[config.mk]
export PLATFORM = sky130hd
export DESIGN_NAME = tensor_index_fill
export DESIGN_NICKNAME = d
export VERILOG_FILES = /design/src/rtl/tif_pkg.sv /design/src/rtl/tif_ram.sv /design/src/rtl/tif_norm.sv /design/src/rtl/tif_walk.sv /design/src/rtl/tensor_index_fill.sv
export SDC_FILE = /design/constraint.sdc
export NUM_CORES = 2
export LEC_CHECK = 0
export BUFFER_PORTS_ARGS = -buffer_cell sky130_fd_sc_hd__buf_2
export CAP_MARGIN = 20
export CORE_MARGIN = 3
export CORE_UTILIZATION = 43
export CTS_BUF_LIST = sky130_fd_sc_hd__clkbuf_4
export DETAILED_ROUTE_END_ITERATION = 12
export GPL_ROUTABILITY_DRIVEN = 0
export PLACE_DENSITY = 0.55
export SLEW_MARGIN = 25
export SYNTH_ARGS = -nofsm -noshare
export SYNTH_HDL_FRONTEND = slang
export SYNTH_HIERARCHICAL = 1
export SYNTH_SLANG_ARGS = --single-unit
[constraint.sdc]
create_clock -name clk -period 27 [get_ports clk]
set_clock_uncertainty 0.15 [all_clocks]
set_input_delay 1.35 -clock clk [delete_from_list [all_inputs] [get_ports clk]]
set_output_delay 1.35 -clock clk [all_outputs]
set_load 0.05 [all_outputs]
[src/rtl/tif_pkg.sv]
// Package for the tensor index fill block: field widths, request codes,
// register indexes and the structs passed between its modules.
// Depends on nothing; every file of the block but tif_ram imports it.
package tif_pkg;

  // Field and register widths fixed by the interface.
  localparam int unsigned POS_W   = 16;
  localparam int unsigned DATA_W  = 32;
  localparam int unsigned MODE_W  = 2;
  localparam int unsigned CIDX_W  = 3;

  // The selection map is stored as rows of ROW_W bits.
  localparam int unsigned ROW_W   = 16;
  localparam int unsigned BIT_W   = 4;

  // Request modes.
  localparam logic [MODE_W-1:0] MODE_START = 2'd0;
  localparam logic [MODE_W-1:0] MODE_INDEX = 2'd1;
  localparam logic [MODE_W-1:0] MODE_ELEM  = 2'd2;

  // Configuration register indexes.
  localparam logic [CIDX_W-1:0] REG_ROW_COUNT       = 3'd0;
  localparam logic [CIDX_W-1:0] REG_COL_COUNT       = 3'd1;
  localparam logic [CIDX_W-1:0] REG_FILL_COLUMNS    = 3'd2;
  localparam logic [CIDX_W-1:0] REG_SKIP_UNSELECTED = 3'd3;
  localparam logic [CIDX_W-1:0] REG_FILL_BITS       = 3'd4;

  // Normalized index from the index unit.
  typedef struct packed {
    logic             ok;
    logic [POS_W-1:0] pos;
  } idx_norm_t;

  // Current element position from the position walker.
  typedef struct packed {
    logic [POS_W-1:0] sel_pos;
    logic             last;
  } elem_pos_t;

endpackage

[src/rtl/tif_ram.sv]
// Generic simple dual-port RAM with one write port and a registered read port.
// Depends on nothing.
module tif_ram #(
  parameter int unsigned WIDTH = 16,
  parameter int unsigned DEPTH = 256
) (
  input  logic                                    clk,
  input  logic                                    we,
  input  logic [((DEPTH > 1) ? $clog2(DEPTH) : 1)-1:0] waddr,
  input  logic [WIDTH-1:0]                        wdata,
  input  logic                                    re,
  input  logic [((DEPTH > 1) ? $clog2(DEPTH) : 1)-1:0] raddr,
  output logic [WIDTH-1:0]                        rdata_r
);

  logic [WIDTH-1:0] mem [DEPTH];

  // Write and registered read; read data holds when no read is issued.
  always_ff @(posedge clk) begin
    if (we) begin
      mem[waddr] <= wdata;
    end
    if (re) begin
      rdata_r <= mem[raddr];
    end
  end

endmodule

[src/rtl/tif_norm.sv]
// Index normalizer: wraps a negative index by the selected dimension size and
// checks the result against the size and the map depth. Depends on tif_pkg.
module tif_norm #(
  parameter int unsigned DIM_MAX = 4096
) (
  input  logic [tif_pkg::DATA_W-1:0] idx,
  input  logic [tif_pkg::POS_W-1:0]  size,
  output tif_pkg::idx_norm_t         norm
);
  import tif_pkg::*;

  logic signed [DATA_W:0] sum;
  logic signed [DATA_W:0] addend;

  // A negative index gets the size added once; the result is then range checked.
  always_comb begin
    addend   = idx[DATA_W-1] ? $signed({{(DATA_W + 1 - POS_W){1'b0}}, size})
                             : '0;
    sum      = $signed({idx[DATA_W-1], idx}) + addend;
    norm.ok  = !sum[DATA_W]
               && (sum[DATA_W-1:0] < {{(DATA_W - POS_W){1'b0}}, size})
               && (sum[DATA_W-1:0] < DATA_W'(DIM_MAX));
    norm.pos = sum[POS_W-1:0];
  end

endmodule

[src/rtl/tif_walk.sv]
// Row and column position counters that walk the tensor in row-major order.
// Depends on tif_pkg.
module tif_walk (
  input  logic                      clk,
  input  logic                      rst_n,
  input  logic                      clear,
  input  logic                      step,
  input  logic [tif_pkg::POS_W-1:0] row_count,
  input  logic [tif_pkg::POS_W-1:0] col_count,
  input  logic                      fill_columns,
  output tif_pkg::elem_pos_t        cur
);
  import tif_pkg::*;

  logic [POS_W-1:0] row_r, row_nxt;
  logic [POS_W-1:0] col_r, col_nxt;
  logic             row_end;

  // End-of-row and end-of-tensor tests; a zero count wraps on every element.
  always_comb begin
    row_end     = ({1'b0, col_r} + (POS_W + 1)'(1)) >= {1'b0, col_count};
    cur.last    = row_end && (({1'b0, row_r} + (POS_W + 1)'(1)) >= {1'b0, row_count});
    cur.sel_pos = fill_columns ? col_r : row_r;
  end

  // Next position after a start or an element.
  always_comb begin
    row_nxt = row_r;
    col_nxt = col_r;
    if (clear) begin
      row_nxt = '0;
      col_nxt = '0;
    end else if (step) begin
      if (row_end) begin
        col_nxt = '0;
        row_nxt = cur.last ? '0 : row_r + POS_W'(1);
      end else begin
        col_nxt = col_r + POS_W'(1);
      end
    end
  end

  always_ff @(posedge clk) begin
    if (!rst_n) begin
      row_r <= '0;
      col_r <= '0;
    end else begin
      row_r <= row_nxt;
      col_r <= col_nxt;
    end
  end

endmodule

[src/rtl/tensor_index_fill.sv]
// Channel  | ports                                         | handshake
// request  | in_mode, in_index_value, in_element_value     | start && !busy
// result   | out_value, out_write_enable, out_last_element | out_valid, one cycle
// config   | cfg_index, cfg_data                           | cfg_valid && cfg_ready
//
// Elements may follow back to back, and each result appears in the cycle after
// its request, since the map memory read is registered.
// An index request holds busy while its row is written back: the map row is read
// on the accepting edge and written back in the busy cycle that follows.
// A start request, and reset, run a clearing pass over the map memory, one row a
// cycle, busy until every row is cleared.
// Configuration writes are taken in every cycle. Results cannot be stalled.
module tensor_index_fill #(
  parameter int unsigned DIM_MAX = 4096
) (
  input  logic                       clk,
  input  logic                       rst_n,
  input  logic                       start,
  output logic                       busy,
  input  logic [tif_pkg::MODE_W-1:0] in_mode,
  input  logic [tif_pkg::DATA_W-1:0] in_index_value,
  input  logic [tif_pkg::DATA_W-1:0] in_element_value,
  output logic                       out_valid,
  output logic [tif_pkg::DATA_W-1:0] out_value,
  output logic                       out_write_enable,
  output logic                       out_last_element,
  input  logic                       cfg_valid,
  output logic                       cfg_ready,
  input  logic [tif_pkg::CIDX_W-1:0] cfg_index,
  input  logic [tif_pkg::DATA_W-1:0] cfg_data
);
  import tif_pkg::*;

  localparam int unsigned ROWS     = (DIM_MAX + ROW_W - 1) / ROW_W;
  localparam int unsigned AW       = (ROWS > 1) ? $clog2(ROWS) : 1;
  localparam logic [AW-1:0] LAST_ROW = AW'(ROWS - 1);

  // Controller states.
  localparam logic [1:0] ST_IDLE   = 2'd0;
  localparam logic [1:0] ST_CLEAR  = 2'd1;
  localparam logic [1:0] ST_IDX_WR = 2'd2;

  logic [1:0]        state_r, state_nxt;
  logic [AW-1:0]     clr_cnt_r, clr_cnt_nxt;

  logic [POS_W-1:0]  row_count_r, col_count_r;
  logic              fill_columns_r, skip_unselected_r;
  logic [DATA_W-1:0] fill_bits_r;

  logic              accept, acc_start, acc_index, acc_elem;
  idx_norm_t         norm;
  elem_pos_t         cur;

  logic              idx_ok_r;
  logic [BIT_W-1:0]  idx_bit_r;
  logic [AW-1:0]     idx_row_r;

  logic              e_vld_r;
  logic [DATA_W-1:0] e_val_r;
  logic [BIT_W-1:0]  e_bit_r;
  logic              e_inrng_r;
  logic              e_last_r;

  logic              ram_we, ram_re;
  logic [AW-1:0]     ram_waddr, ram_raddr;
  logic [ROW_W-1:0]  ram_wdata, ram_rdata;
  logic              sel;

  // Request decode.
  assign busy      = (state_r != ST_IDLE);
  assign accept    = start && !busy;
  assign acc_start = accept && (in_mode == MODE_START);
  assign acc_index = accept && (in_mode == MODE_INDEX);
  assign acc_elem  = accept && (in_mode == MODE_ELEM);
  assign cfg_ready = 1'b1;

  // Configuration registers.
  always_ff @(posedge clk) begin
    if (!rst_n) begin
      row_count_r       <= POS_W'(1);
      col_count_r       <= POS_W'(1);
      fill_columns_r    <= 1'b0;
      skip_unselected_r <= 1'b0;
      fill_bits_r       <= '0;
    end else if (cfg_valid && cfg_ready) begin
      case (cfg_index)
        REG_ROW_COUNT:       row_count_r       <= cfg_data[POS_W-1:0];
        REG_COL_COUNT:       col_count_r       <= cfg_data[POS_W-1:0];
        REG_FILL_COLUMNS:    fill_columns_r    <= cfg_data[0];
        REG_SKIP_UNSELECTED: skip_unselected_r <= cfg_data[0];
        REG_FILL_BITS:       fill_bits_r       <= cfg_data;
        default: ;
      endcase
    end
  end

  // Index normalization against the size of the selected dimension.
  tif_norm #(
    .DIM_MAX (DIM_MAX)
  ) u_norm (
    .idx  (in_index_value),
    .size (fill_columns_r ? col_count_r : row_count_r),
    .norm (norm)
  );

  // Element position counters.
  tif_walk u_walk (
    .clk          (clk),
    .rst_n        (rst_n),
    .clear        (acc_start),
    .step         (acc_elem),
    .row_count    (row_count_r),
    .col_count    (col_count_r),
    .fill_columns (fill_columns_r),
    .cur          (cur)
  );

  // Map memory ports: clearing pass, index row write-back, and reads on accept.
  always_comb begin
    ram_we    = 1'b0;
    ram_waddr = clr_cnt_r;
    ram_wdata = '0;
    if (state_r == ST_CLEAR) begin
      ram_we = 1'b1;
    end else if (state_r == ST_IDX_WR) begin
      ram_we    = idx_ok_r;
      ram_waddr = idx_row_r;
      ram_wdata = ram_rdata | (ROW_W'(1) << idx_bit_r);
    end
    ram_re    = acc_index || acc_elem;
    ram_raddr = acc_index ? AW'(norm.pos >> BIT_W) : AW'(cur.sel_pos >> BIT_W);
  end

  tif_ram #(
    .WIDTH (ROW_W),
    .DEPTH (ROWS)
  ) u_map (
    .clk     (clk),
    .we      (ram_we),
    .waddr   (ram_waddr),
    .wdata   (ram_wdata),
    .re      (ram_re),
    .raddr   (ram_raddr),
    .rdata_r (ram_rdata)
  );

  // Controller: reset and start run the clearing pass, an index waits one write.
  always_comb begin
    state_nxt   = state_r;
    clr_cnt_nxt = clr_cnt_r;
    case (state_r)
      ST_IDLE: begin
        if (acc_start) begin
          state_nxt   = ST_CLEAR;
          clr_cnt_nxt = '0;
        end else if (acc_index) begin
          state_nxt = ST_IDX_WR;
        end
      end
      ST_CLEAR: begin
        clr_cnt_nxt = clr_cnt_r + AW'(1);
        if (clr_cnt_r == LAST_ROW) begin
          state_nxt = ST_IDLE;
        end
      end
      ST_IDX_WR: state_nxt = ST_IDLE;
      default:   state_nxt = ST_IDLE;
    endcase
  end

  always_ff @(posedge clk) begin
    if (!rst_n) begin
      state_r   <= ST_CLEAR;
      clr_cnt_r <= '0;
      idx_ok_r  <= 1'b0;
      e_vld_r   <= 1'b0;
    end else begin
      state_r   <= state_nxt;
      clr_cnt_r <= clr_cnt_nxt;
      if (acc_index) begin
        idx_ok_r <= norm.ok;
      end
      e_vld_r   <= acc_elem;
    end
  end

  // Payload held for the index write-back and the element result.
  always_ff @(posedge clk) begin
    if (acc_index) begin
      idx_bit_r <= norm.pos[BIT_W-1:0];
      idx_row_r <= AW'(norm.pos >> BIT_W);
    end
    if (acc_elem) begin
      e_val_r   <= in_element_value;
      e_bit_r   <= cur.sel_pos[BIT_W-1:0];
      e_inrng_r <= ({1'b0, cur.sel_pos} < (POS_W + 1)'(DIM_MAX));
      e_last_r  <= cur.last;
    end
  end

  // Result: fill the element when its row or column is marked in the map.
  assign sel              = e_inrng_r && ram_rdata[e_bit_r];
  assign out_valid        = e_vld_r;
  assign out_value        = sel ? fill_bits_r : e_val_r;
  assign out_write_enable = sel || !skip_unselected_r;
  assign out_last_element = e_last_r;

endmodule

==> results.sh <==
export IMPL_status="complete, no violations"
export IMPL_final_hold_viol_count=0
export IMPL_clk_insertion_delay_late_ps=1740
export IMPL_syn_num_nets=8709
export IMPL_p_per_area_nw_per_um2=66.5
export IMPL_avgSynthCellArea_um2=19.8
export IMPL_fp_coreArea_um2=391000
export IMPL_hold_ws_ps=212
export IMPL_worst_slew_pin_slew_ps=1190
export IMPL_portBuffers=140
export IMPL_hold_path_class="in2reg"
export IMPL_critPathLaunch="fill_columns_r$_SDFFE_PN0P_"
export IMPL_slew_limit_headroom=0.206
export IMPL_cp_start_kind="flip-flop"
export IMPL_synth_edf_count=4162
export IMPL_fill_cells=32247
export IMPL_die_area_um2=402000
export IMPL_hp_start="in_index_value[3]"
export IMPL_ys_seq_area_frac=0.751
export IMPL_critical_path_required_ps=28240
export IMPL_setup_viol=0
export IMPL_end_kind="flip-flop"
export IMPL_instances_no_fill=15763
export IMPL_grt_start_max_net_pins=213
export IMPL_mostFrequentLayoutCell="edfxtp_1"
export IMPL_top_usage_layer="met2"
export IMPL_r2r_start="fill_columns_r$_SDFFE_PN0P_"
export IMPL_fp_row_count=229
export IMPL_grt_use_met1=0.345
export IMPL_final_antenna_net_count=0
export IMPL_synthCells=8537
export IMPL_synth_flop_cell="edfxtp_1"
export IMPL_antenna_found_initial=26
export IMPL_dp_cells=13751
export IMPL_hpwl_um=289000
export IMPL_vias_per_cell=5.99
export IMPL_ys_warn_count=6
export IMPL_die_y_um=634
export IMPL_crit_top_cell="buf_4"
export IMPL_drt_iter0_markers=11167
export IMPL_cts_root_buf="clkbuf_4"
export IMPL_grt_pass1_wl_um=699000
export IMPL_layout_common_cells="edfxtp_1 (4162), clkbuf_4 (1616), mux4_2 (798)"
export IMPL_grt_pass1_vias=94155
export IMPL_clock_path_buffers=5
export IMPL_grt_overflow=0
export IMPL_worst_setup_path_type="reg2reg"
export IMPL_setup_tns_ps=0
export IMPL_grt_setup_unrepaired="false"
export IMPL_slew_viol_final=0
export IMPL_wl_per_cell_um=31.5
export IMPL_fin_crit_sh=0.352
export IMPL_vias=94433
export IMPL_fmax_mhz=105
export IMPL_htreeDepth=7
export IMPL_io_pin_count=142
export IMPL_start_util=0.434
export IMPL_p_leak_nw=61.8
export IMPL_dr_pass1_iters=6
export IMPL_drive_gt1_frac=0.325
export IMPL_ir_drop_mv=0.0369
export IMPL_wirelength_um=497000
export IMPL_drv_cap=0
export IMPL_cts_buffers=1175
export IMPL_die_x_um=634
export IMPL_slowest_delay_ps=1040
export IMPL_cts_tree="built"
export IMPL_final_nets=10006
export IMPL_clk_pin_slew_ps=60
export IMPL_clkSinkCount=4272
export IMPL_area_delta_synth_final_pct=13.9
export IMPL_finalCriticalPeriod_ps=9500
export IMPL_p_total_w=0.0128
export IMPL_critPathMaxFanout=101
export IMPL_met3_usage=0.0608
export IMPL_path_cells="buf_4 -> mux2_2 -> and2_1 -> fa_1 -> a21oi_1 -> nor2b_1 -> nor2_1 -> xnor2_1 -> mux2_8 -> buf_4 -> buf_4 -> buf_12 -> buf_12 -> mux4_2 -> mux2_2 -> a22oi_1 -> nand2_1 -> o32ai_1 -> nor4_1"
export IMPL_grt_usage=0.247
export IMPL_synth_cell_type_count=94
export IMPL_slowest_stage="o32ai_1"
export IMPL_ys_async_sr_fraction=0
export IMPL_worst_ep_arrival_time_ps=10740
export IMPL_ys_seq_elements=4272
export IMPL_syn_area_um2=169000
export IMPL_drc=0
export IMPL_grt_met2_usage=0.380
-- repair_timing --
action / in CTS / in global routing
gates resized for setup: 0 / 0
hold buffers: 91 / 0
setup buffers: 0 / 0
endpoints found under the hold margin: 109 / 0
-- final timing paths --
kind | to | slack, ps | cells past startpoint
worst min register to register | fill_bits_r[13]$_SDFFE_PN0P_ | 320 | 2
worst max-delay path | u_map/rdata_r[5]$_DFFE_PP_ | 17500 | 19
worst min-delay path | idx_row_r[0]$_DFFE_PN_ | 210 | 4
worst max register to register | u_map/rdata_r[5]$_DFFE_PP_ | 17500 | 19
-- sequential cells by signal, indices dropped and copies added (netlist names), 8 cells and up --
register / count
row_count_r: 16
u_walk/col_r: 16
fill_bits_r: 32
col_count_r: 16
clr_cnt_r: 8
idx_row_r: 8
u_walk/row_r: 16
e_val_r: 32
u_map/mem: 4096
u_map/rdata_r: 16
-- report_power, final --
group,switching (W),internal (W)
logic,0.0000847,0.0000449
registers,0.00000390,0.00717
clock network,0.00257,0.00296
-- per-layer routing --
| metal | routed length, µm | vias to the layer above |
|---|---|---|
| li1 | - | 38844 |
| met5 | 13 | - |
| met3 | 45100 | 698 |
| met2 | 233000 | 4875 |
| met1 | 205000 | 50014 |
| met4 | 13800 | 2 |
-- cell usage after synthesis (all sizes together), types with 8 or more instances --
cell type / n / area share
and3: 18 / 0.00066
mux2i: 578 / 0.034
buf: 234 / 0.011
nor4: 24 / 0.00092
and4: 8 / 0.00041
and2: 26 / 0.00097
nand2: 237 / 0.0053
mux2: 167 / 0.012
a21oi: 216 / 0.0064
nand2b: 15 / 0.00055
a2111oi: 8 / 0.00052
a211oi: 23 / 0.0010
nand3: 66 / 0.0019
nor3: 100 / 0.0030
nand4: 67 / 0.0025
or2: 16 / 0.00059
xnor2: 14 / 0.00072
clkbuf: 273 / 0.0060
o22ai: 154 / 0.0057
dfxtp: 110 / 0.013
a21boi: 65 / 0.0029
mux4: 799 / 0.11
nor2: 357 / 0.0079
a21o: 20 / 0.00089
inv: 76 / 0.0017
or3: 14 / 0.00052
edfxtp: 4162 / 0.74
o21ai: 76 / 0.0023
o221ai: 264 / 0.014
xor2: 19 / 0.00098
a221oi: 31 / 0.0016
a31oi: 21 / 0.00081
a22oi: 45 / 0.0020
nor2b: 21 / 0.00078
o32ai: 21 / 0.0011
o31ai: 20 / 0.00097
ha: 66 / 0.0049
a22o: 32 / 0.0017
-- logic make-up (layout without fill, tap and decap cells) --
| logic type | after synthesis | after routing | synth area share |
|---|---|---|---|
| mux | 1544 | 1544 | 0.152 |
| xor+xnor | 33 | 33 | 0.00171 |
| fa+ha+maj | 67 | 67 | 0.00499 |
| flops | 4272 | 4272 | 0.751 |
| other cells | 1 | 35 | 0.0000221 |
| buf+inv | 583 | 2578 | 0.0190 |
| compound gates | 1040 | 1040 | 0.0441 |
| simple gates | 997 | 997 | 0.0274 |
-- final cells by class --
| type | count | area [µm²] | area share |
|---|---|---|---|
| diodes | 34 | 85.1 | 0.000441 |
| clock buffers | 1615 | 12100 | 0.0628 |
| clock inverters | 260 | 1650 | 0.00856 |
| inverters | 76 | 298 | 0.00154 |
| multi-input cells | 3682 | 40100 | 0.208 |
| flip-flops and latches | 4272 | 127000 | 0.659 |
| well taps | 5197 | 6500 | 0.0337 |
| repair buffers | 627 | 5030 | 0.0261 |
-- worst max-delay path, delay by kind of cell (launching register included) --
family / cells / cell delay, ps
DFF: 1 / 340
xor gates and xnor gates: 1 / 230
muxes: 4 / 2000
adders and majority gates: 1 / 430
and+or+nand+nor: 5 / 790
AOI/OAI and AO/OA: 3 / 1630
buffers and inverters: 5 / 3060
-- through the flow --
step	utilization	setup slack, ps	instance area (µm²)
global placement	0.454	16260	177000
finish	0.494	17500	193000
detailed placement	0.455	16820	178000
CTS	0.493	17280	193000
global route	0.494	16950	193000
floorplan	-	18460	169000
(Power assumes the default switching activity.)
